## src/rtl/imm_pkg.sv

```systemverilog
// ----------------------------------------------------------------------------
// Integer matrix multiply package
// Shared widths, the item kind codes and the control word that travels
// alongside operands into the multiply-accumulate unit.
// ----------------------------------------------------------------------------
package imm_pkg;

   localparam int IDX_WIDTH  = 3;
   localparam int ADDR_WIDTH = 2 * IDX_WIDTH;
   localparam int ELEM_WIDTH = 16;
   localparam int PROD_WIDTH = 2 * ELEM_WIDTH;
   localparam int ACC_WIDTH  = 35;

   typedef enum logic [1:0] {
      KIND_LOAD_A = 2'd0,
      KIND_LOAD_B = 2'd1,
      KIND_START  = 2'd2,
      KIND_UNUSED = 2'd3
   } imm_kind_type;

   typedef struct packed {
      logic valid;
      logic first;
      logic last;
   } imm_ctl_type;

endpackage

```

## src/rtl/imm_if.sv

```systemverilog
// ----------------------------------------------------------------------------
// Integer matrix multiply channel interfaces
// Valid/ready channels for request transactions and result transactions.
// ----------------------------------------------------------------------------
interface imm_req_if
   import imm_pkg::*;
   ();
   logic                         valid;
   logic                         ready;
   logic [1:0]                   kind;
   logic [IDX_WIDTH-1:0]         row;
   logic [IDX_WIDTH-1:0]         col;
   logic signed [ELEM_WIDTH-1:0] element;

   modport source (output valid, output kind, output row, output col, output element,
                   input ready);
   modport sink (input valid, input kind, input row, input col, input element,
                 output ready);
endinterface

interface imm_rsp_if
   import imm_pkg::*;
   ();
   logic                        valid;
   logic                        ready;
   logic [IDX_WIDTH-1:0]        out_row;
   logic [IDX_WIDTH-1:0]        out_col;
   logic signed [ACC_WIDTH-1:0] product_value;
   logic                        last;

   modport source (output valid, output out_row, output out_col, output product_value,
                   output last, input ready);
   modport sink (input valid, input out_row, input out_col, input product_value,
                 input last, output ready);
endinterface

```

## src/rtl/imm_store.sv

```systemverilog
// ----------------------------------------------------------------------------
// Integer matrix multiply element store
// One 64-entry memory of matrix elements with a write port and a registered
// read port.
// ----------------------------------------------------------------------------
module imm_store
   import imm_pkg::*;
(
   input  logic                         clock,
   input  logic                         wr_en,
   input  logic [ADDR_WIDTH-1:0]        wr_addr,
   input  logic signed [ELEM_WIDTH-1:0] wr_data,
   input  logic [ADDR_WIDTH-1:0]        rd_addr,
   output logic signed [ELEM_WIDTH-1:0] rd_data
);

   logic signed [ELEM_WIDTH-1:0] mem [2**ADDR_WIDTH];
   logic signed [ELEM_WIDTH-1:0] rd_data_ff;

   always_ff @(posedge clock) begin
      if (wr_en) begin
         mem[wr_addr] <= wr_data;
      end
      rd_data_ff <= mem[rd_addr];
   end

   assign rd_data = rd_data_ff;

endmodule

```

## src/rtl/imm_mac.sv

```systemverilog
// ----------------------------------------------------------------------------
// Integer matrix multiply accumulate unit
// Shared signed multiplier followed by a full-width accumulator; the product
// and the running sum are each registered.
// ----------------------------------------------------------------------------
module imm_mac
   import imm_pkg::*;
(
   input  logic                         clock,
   input  logic                         reset,
   input  logic signed [ELEM_WIDTH-1:0] operand_a,
   input  logic signed [ELEM_WIDTH-1:0] operand_b,
   input  imm_ctl_type                  ctl,
   output logic signed [ACC_WIDTH-1:0]  acc,
   output logic                         done
);

   logic signed [PROD_WIDTH-1:0] product_ff;
   logic signed [PROD_WIDTH-1:0] product_in;
   imm_ctl_type                  ctl_ff;
   logic signed [ACC_WIDTH-1:0]  acc_ff;
   logic signed [ACC_WIDTH-1:0]  acc_in;
   logic                         done_ff;
   logic                         done_in;

   always_comb begin
      product_in = operand_a * operand_b;
      acc_in     = acc_ff;
      if (ctl_ff.valid) begin
         if (ctl_ff.first) begin
            acc_in = ACC_WIDTH'(product_ff);
         end else begin
            acc_in = acc_ff + ACC_WIDTH'(product_ff);
         end
      end
      done_in = ctl_ff.valid & ctl_ff.last;
   end

   always_ff @(posedge clock) begin
      if (reset) begin
         ctl_ff  <= '0;
         done_ff <= 1'b0;
      end else begin
         ctl_ff  <= ctl;
         done_ff <= done_in;
      end
      product_ff <= product_in;
      acc_ff     <= acc_in;
   end

   assign acc  = acc_ff;
   assign done = done_ff;

endmodule

```

## src/rtl/integer_matrix_multiply_top.sv

```systemverilog
// ----------------------------------------------------------------------------
// Integer matrix multiply top level
// Stores the A and B matrices and computes C = A x B with one shared
// multiply-accumulate unit.
// ----------------------------------------------------------------------------
// Usage:
// The request channel carries three kinds of transaction. A load of A or B
// writes one element and gives no result; a load outside the MATRIX_SIZE
// square and the unused kind are dropped. A start computes all
// MATRIX_SIZE*MATRIX_SIZE elements of C and sends them on the result
// channel in row-major order, the final one carrying last.
// Each result element takes one store read per term into the single
// multiply-accumulate unit, then the memory read, multiplier and
// accumulator registers drain before the sum is handed on. A start thus
// occupies the block, including any time the result receiver stalls, until
// the final result has been placed in the output register; the request
// channel is not ready until then.
// A stalled receiver holds the sequencer at the output step, with the
// result register kept intact. Loads are accepted while a result still waits.
// Reset empties the output register and returns the sequencer to idle; the
// matrix stores are not cleared and must be loaded before a start.
// ----------------------------------------------------------------------------
module integer_matrix_multiply_top
   import imm_pkg::*;
#(
   parameter int MATRIX_SIZE = 8
)
(
   input  logic      clock,
   input  logic      reset,
   imm_req_if.sink   req_chan,
   imm_rsp_if.source rsp_chan
);

   localparam logic [IDX_WIDTH-1:0] LAST_IDX = IDX_WIDTH'(MATRIX_SIZE - 1);
   localparam logic [IDX_WIDTH:0]   SIZE_VAL = (IDX_WIDTH + 1)'(MATRIX_SIZE);

   typedef enum logic [1:0] {
      S_IDLE,
      S_ISSUE,
      S_WAIT,
      S_OUTPUT
   } state_type;

   state_type                   state_ff, state_in;
   logic [IDX_WIDTH-1:0]        row_ff, row_in;
   logic [IDX_WIDTH-1:0]        col_ff, col_in;
   logic [IDX_WIDTH-1:0]        k_ff, k_in;
   imm_ctl_type                 issue_ctl_ff, issue_ctl_in;
   logic                        rsp_valid_ff, rsp_valid_in;
   logic [IDX_WIDTH-1:0]        rsp_row_ff, rsp_row_in;
   logic [IDX_WIDTH-1:0]        rsp_col_ff, rsp_col_in;
   logic signed [ACC_WIDTH-1:0] rsp_value_ff, rsp_value_in;
   logic                        rsp_last_ff, rsp_last_in;

   logic                         in_range;
   logic                         wr_en_a;
   logic                         wr_en_b;
   logic [ADDR_WIDTH-1:0]        wr_addr;
   logic signed [ELEM_WIDTH-1:0] data_a;
   logic signed [ELEM_WIDTH-1:0] data_b;
   logic signed [ACC_WIDTH-1:0]  mac_acc;
   logic                         mac_done;

   assign in_range = ({1'b0, req_chan.row} < SIZE_VAL) && ({1'b0, req_chan.col} < SIZE_VAL);
   assign wr_addr  = {req_chan.row, req_chan.col};

   imm_store u_store_a (
      .clock   (clock),
      .wr_en   (wr_en_a),
      .wr_addr (wr_addr),
      .wr_data (req_chan.element),
      .rd_addr ({row_ff, k_ff}),
      .rd_data (data_a)
   );

   imm_store u_store_b (
      .clock   (clock),
      .wr_en   (wr_en_b),
      .wr_addr (wr_addr),
      .wr_data (req_chan.element),
      .rd_addr ({k_ff, col_ff}),
      .rd_data (data_b)
   );

   imm_mac u_mac (
      .clock     (clock),
      .reset     (reset),
      .operand_a (data_a),
      .operand_b (data_b),
      .ctl       (issue_ctl_ff),
      .acc       (mac_acc),
      .done      (mac_done)
   );

   always_comb begin
      state_in     = state_ff;
      row_in       = row_ff;
      col_in       = col_ff;
      k_in         = k_ff;
      issue_ctl_in = '0;
      rsp_valid_in = rsp_valid_ff & ~rsp_chan.ready;
      rsp_row_in   = rsp_row_ff;
      rsp_col_in   = rsp_col_ff;
      rsp_value_in = rsp_value_ff;
      rsp_last_in  = rsp_last_ff;
      wr_en_a      = 1'b0;
      wr_en_b      = 1'b0;

      case (state_ff)
         S_IDLE: begin
            if (req_chan.valid) begin
               case (imm_kind_type'(req_chan.kind))
                  KIND_LOAD_A: begin
                     wr_en_a = in_range;
                  end
                  KIND_LOAD_B: begin
                     wr_en_b = in_range;
                  end
                  KIND_START: begin
                     state_in = S_ISSUE;
                     row_in   = '0;
                     col_in   = '0;
                     k_in     = '0;
                  end
                  default: begin
                  end
               endcase
            end
         end
         S_ISSUE: begin
            issue_ctl_in.valid = 1'b1;
            issue_ctl_in.first = (k_ff == '0);
            issue_ctl_in.last  = (k_ff == LAST_IDX);
            if (k_ff == LAST_IDX) begin
               k_in     = '0;
               state_in = S_WAIT;
            end else begin
               k_in = k_ff + 1'b1;
            end
         end
         S_WAIT: begin
            if (mac_done) begin
               state_in = S_OUTPUT;
            end
         end
         S_OUTPUT: begin
            if (!rsp_valid_ff || rsp_chan.ready) begin
               rsp_valid_in = 1'b1;
               rsp_row_in   = row_ff;
               rsp_col_in   = col_ff;
               rsp_value_in = mac_acc;
               rsp_last_in  = (row_ff == LAST_IDX) && (col_ff == LAST_IDX);
               if (col_ff == LAST_IDX) begin
                  col_in = '0;
                  if (row_ff == LAST_IDX) begin
                     row_in   = '0;
                     state_in = S_IDLE;
                  end else begin
                     row_in   = row_ff + 1'b1;
                     state_in = S_ISSUE;
                  end
               end else begin
                  col_in   = col_ff + 1'b1;
                  state_in = S_ISSUE;
               end
            end
         end
         default: begin
            state_in = S_IDLE;
         end
      endcase
   end

   always_ff @(posedge clock) begin
      if (reset) begin
         state_ff     <= S_IDLE;
         row_ff       <= '0;
         col_ff       <= '0;
         k_ff         <= '0;
         issue_ctl_ff <= '0;
         rsp_valid_ff <= 1'b0;
      end else begin
         state_ff     <= state_in;
         row_ff       <= row_in;
         col_ff       <= col_in;
         k_ff         <= k_in;
         issue_ctl_ff <= issue_ctl_in;
         rsp_valid_ff <= rsp_valid_in;
      end
      rsp_row_ff   <= rsp_row_in;
      rsp_col_ff   <= rsp_col_in;
      rsp_value_ff <= rsp_value_in;
      rsp_last_ff  <= rsp_last_in;
   end

   assign req_chan.ready         = (state_ff == S_IDLE);
   assign rsp_chan.valid         = rsp_valid_ff;
   assign rsp_chan.out_row       = rsp_row_ff;
   assign rsp_chan.out_col       = rsp_col_ff;
   assign rsp_chan.product_value = rsp_value_ff;
   assign rsp_chan.last          = rsp_last_ff;

endmodule

```

## src/flat_wrapper.sv

```systemverilog
// flat-port wrapper written by rule: the top's interface ports become plain ports
module integer_matrix_multiply_top_flat import imm_pkg::*;
#(
   parameter int MATRIX_SIZE = 8
)
  (clock, reset, req_chan_valid, req_chan_kind, req_chan_row, req_chan_col, req_chan_element, req_chan_ready, rsp_chan_valid, rsp_chan_out_row, rsp_chan_out_col, rsp_chan_product_value, rsp_chan_last, rsp_chan_ready);
  imm_req_if req_chan_i ();
  imm_rsp_if rsp_chan_i ();
  input  logic clock;
  input  logic reset;
  input wire logic [$bits(req_chan_i.valid)-1:0] req_chan_valid;
  input wire logic [$bits(req_chan_i.kind)-1:0] req_chan_kind;
  input wire logic [$bits(req_chan_i.row)-1:0] req_chan_row;
  input wire logic [$bits(req_chan_i.col)-1:0] req_chan_col;
  input wire logic [$bits(req_chan_i.element)-1:0] req_chan_element;
  output wire logic [$bits(req_chan_i.ready)-1:0] req_chan_ready;
  output wire logic [$bits(rsp_chan_i.valid)-1:0] rsp_chan_valid;
  output wire logic [$bits(rsp_chan_i.out_row)-1:0] rsp_chan_out_row;
  output wire logic [$bits(rsp_chan_i.out_col)-1:0] rsp_chan_out_col;
  output wire logic [$bits(rsp_chan_i.product_value)-1:0] rsp_chan_product_value;
  output wire logic [$bits(rsp_chan_i.last)-1:0] rsp_chan_last;
  input wire logic [$bits(rsp_chan_i.ready)-1:0] rsp_chan_ready;
  assign req_chan_i.valid = req_chan_valid;
  assign req_chan_i.kind = req_chan_kind;
  assign req_chan_i.row = req_chan_row;
  assign req_chan_i.col = req_chan_col;
  assign req_chan_i.element = req_chan_element;
  assign req_chan_ready = req_chan_i.ready;
  assign rsp_chan_valid = rsp_chan_i.valid;
  assign rsp_chan_out_row = rsp_chan_i.out_row;
  assign rsp_chan_out_col = rsp_chan_i.out_col;
  assign rsp_chan_product_value = rsp_chan_i.product_value;
  assign rsp_chan_last = rsp_chan_i.last;
  assign rsp_chan_i.ready = rsp_chan_ready;
  integer_matrix_multiply_top #(.MATRIX_SIZE(MATRIX_SIZE)) u_core (.clock(clock), .reset(reset), .req_chan(req_chan_i), .rsp_chan(rsp_chan_i));
endmodule
```

## config.mk

```make
export PLATFORM = sky130hd
export DESIGN_NAME = integer_matrix_multiply_top_flat
export DESIGN_NICKNAME = d
export VERILOG_FILES = /design/src/rtl/imm_pkg.sv /design/src/rtl/imm_if.sv /design/src/rtl/imm_store.sv /design/src/rtl/imm_mac.sv /design/src/rtl/integer_matrix_multiply_top.sv /design/src/flat_wrapper.sv
export SDC_FILE = /design/constraint.sdc
export NUM_CORES = 2
export LEC_CHECK = 0
export BUFFER_PORTS_ARGS = -buffer_cell sky130_fd_sc_hd__buf_2
export CORE_MARGIN = 10
export CORE_UTILIZATION = 57
export CTS_CLUSTER_SIZE = 16
export DETAILED_ROUTE_END_ITERATION = 12
export HOLD_SLACK_MARGIN = 0.08
export PLACE_DENSITY = 0.85
export SYNTH_ARGS = -nofsm -noshare
export SYNTH_HDL_FRONTEND = slang
export SYNTH_SLANG_ARGS = --single-unit
```

## constraint.sdc

```tcl
create_clock -name clock -period 6.7 [get_ports clock]
set_input_delay 1.005 -clock clock [delete_from_list [all_inputs] [get_ports clock]]
set_output_delay 1.005 -clock clock [all_outputs]
set_load 0.01 [all_outputs]
```

==> results.yml <==
critical_path:
  crit_type: "reg2reg"
  setup.worst_path.end: "u_core.u_mac.product_ff[30]"
  rr_worst_depth: 20
  cp.required_ns: 7.48
  r2r_start: "u_core.u_store_a.rd_data[4]"
  r2r_setup_slack_ns: 0.17
  cp_max_fo: 16
  critPathLaunchType: "register"
  rr_endpoint: "u_core.u_mac.product_ff[30]"
  cp.arrival_ns: 7.31
  worstSetupStartpoint: "u_core.u_store_a.rd_data[4]"
  end_kind: "register"
clock_tree:
  cts_root_buffer: "clkbuf_16"
  htreeDepth: 4
  clk-insertion-delay-late_ns: 0.87
  cts_sinks: 2208
  cts_tree: "built"
  clk_path_buf_depth: 3
  cts_hold_buf: 0
  clk_pin_slew_ns: 0.07
  numCtsBuffers: 202
layout:
  multi_input_area_mm2: 0.0269
  register_area_mm2: 0.0655
  layout_commonest_cell: "edfxtp_1"
  fillerInstances: 10100
  syn_to_final_growth_pct: 11.1
  drive_gt1_share_pct: 24.8
  final_cell_mix: "edfxtp_1, mux4_2, inv_1, fa_1, clkbuf_16"
  final_nets: 5386
sta:
  hold_viol: 0
  tightest_slew_ns: 1.28
  slew_headroom_pct: 14.6
  skew_ns: 0.0459
  hold_slack_ns: 0.434
  tns_ns: 0
  min_period_ns: 6.53
  rsz0062_at_grt: "false"
  slew_viol_final: 0
  fin_crit_sh_pct: 97.4
  fmax_mhz: 153
  finalSetupViolCount: 0
drt:
  drt_iter0_markers: 9560
  drcViolationCount: 0
  num_vias: 51800
  top_layer: "met5"
  ant_nets: 0
  wl_mm: 273
  drtPass1Iterations: 6
  vias_per_cell: 7.07
  wl_met2_mm: 132
  wl_per_cell_um: 37.2
  met1_length_mm: 85.6
  wl_met3_mm: 36.8
global_route:
  grt_pass1_wl_mm: 383
  grt_max_degree: 140
  grt_pass1_vias: 52100
  globalRoute.totalOverflow: 0
  grt_antenna_before_repair: 20
  track_usage_pct: 29.3
power:
  p_leak_nw: 34.5
  ir_drop_uv: 1020
  power_density_mw_per_mm2: 444
floorplan:
  ios: 72
  fp.coreArea_mm2: 0.165
  die_h_um: 427
  dieArea_mm2: 0.182
  core.rowCount: 149
  initial_core_util_pct: 57.3
  die_w_um: 427
run:
  cap_violations: 0
synthesis:
  syn_inst: 4714
  ys_seq_area_share_pct: 69.3
  synth_edf_count: 2125
  yosysWarningCount: 0
  synthFlopType: "edfxtp_1"
  syn-num-nets: 5132
  synth_area_mm2: 0.0945
  syn_avg_cell_area_um2: 20.0
  synth_cell_types: 73
  async_flop_share_pct: 0
  ys_ff_latch: 2208
hold_path:
  hp-class: "reg2reg"
place:
  gp_routability_congestion: 0.908
  portBuffers: 71
  dp_hpwl_mm: 144
status:
  status: "finished, final reports clean"
==> final cells by class <==
type | count | share of cell area (%)
repair buffers | 262 | 1.85
inverters | 337 | 1.21
well taps | 2189 | 2.61
flip-flops and latches | 2208 | 62.4
diodes | 4 | 0.00954
multi-input cells | 1957 | 25.6
clock inverters | 123 | 1.10
clock buffers | 254 | 5.13
==> per-stage QoR <==
stage	setup WS, ns	area [µm²]	utilization (%)	std cells	power, mW
2_1_floorplan	0.467	94500	-	4714	30.6
3_3_place_gp	0.332	98300	59.7	6953	33.9
3_5_place_dp	0.212	98300	59.7	6953	34.7
4_1_cts	0.170	105000	63.6	7330	46.3
5_1_grt	0.00175	105000	63.7	7332	49.6
6_report	0.174	105000	63.7	7334	46.6
==> state kept, by name, indices dropped and copies added (netlist names), 16 cells and up <==
signal	flops
u_core.u_store_b.mem	1024
u_core.u_store_b.rd_data	16
u_core.u_store_a.rd_data	16
u_core.rsp_chan.product_value	35
u_core.u_mac.product_ff	32
u_core.u_mac.acc	35
u_core.u_store_a.mem	1024
==> metal layers <==
metal / GRT usage (%) / vias to the layer above
li1: - / 19000
met1: 36.5 / 26300
met2: 46.7 / 5262
met3: 8.49 / 1148
met4: 15.7 / 34
met5: 0 / -
==> critical path, stage by stage, from the launching register on <==
cell      delay [ns]
dfxtp_1         0.81
nand2_1         0.20
fa_1            0.51
inv_1           0.10
fa_1            0.43
fa_1            0.57
fa_1            0.46
fa_1            0.50
inv_1           0.05
fa_1            0.47
inv_1           0.04
ha_1            0.36
a21o_1          0.21
a21o_1          0.17
a21o_1          0.19
a311o_1         0.36
a31oi_2         0.26
o311ai_1        0.21
a31o_1          0.24
a21oi_1         0.17
xnor2_1         0.13
==> timing repair <==
item	4_1_cts	5_1_grt
gates resized for setup	0	18
endpoints found under the setup margin	0	3
setup buffers	0	0
==> kinds of logic after synthesis <==
kind of cell	share of synthesized area, %
buffers and inverters	2.25
multiplexers	16.1
XOR/XNOR	0.547
AND/OR/NAND/NOR	3.07
flip-flops	69.3
adder cells (fa/ha/maj)	7.26
AO/OA/AOI/OAI	1.47
==> synthesized netlist by cell type, types with 8 or more instances <==
cell type     n  area, µm²
a21o_1       26        195
a21oi_1      57        285
and2_1      126        788
buf_1        19       71.3
buf_2        48        240
clkbuf_1    144        541
dfxtp_1      83       1660
edfxtp_1   2125      63800
fa_1        263       5270
ha_1        127       1590
inv_1       336       1260
mux4_2      672      15100
nand2_1     193        724
nand2b_1     18        113
nand3_1      18       90.1
nand3b_1      8       60.1
nor2_1      192        721
nor2b_1       9       56.3
nor3_1       12       60.1
o21ai_0      48        240
xnor2_1      40        350
xor2_1       19        166
==> how the worst min path moves through the flow <==
stage	startpoint	end	slack, ns	depth (start not counted)
3_5_place_dp	u_core.issue_ctl_ff[1]	u_core.u_mac.ctl_ff[1]	0.44	1
6_report	u_core.u_mac.ctl_ff[0]	u_core.u_mac.done	0.43	2
5_1_grt	u_core.u_mac.ctl_ff[0]	u_core.u_mac.done	0.46	2
4_1_cts	u_core.u_mac.ctl_ff[0]	u_core.u_mac.done	0.43	2
2_1_floorplan	u_core.u_mac.ctl_ff[0]	u_core.u_mac.done	0.40	2
3_3_place_gp	u_core.u_mac.ctl_ff[0]	u_core.u_mac.done	0.40	2
==> power breakdown <==
part / switching (mW) / internal, mW / leakage (nW)
clock: 5.38 / 6.38 / 3.19
sequential: 0.224 / 15.7 / 19.8
combinational: 10.7 / 8.21 / 11.5
Power figures use the tool's default switching activity.
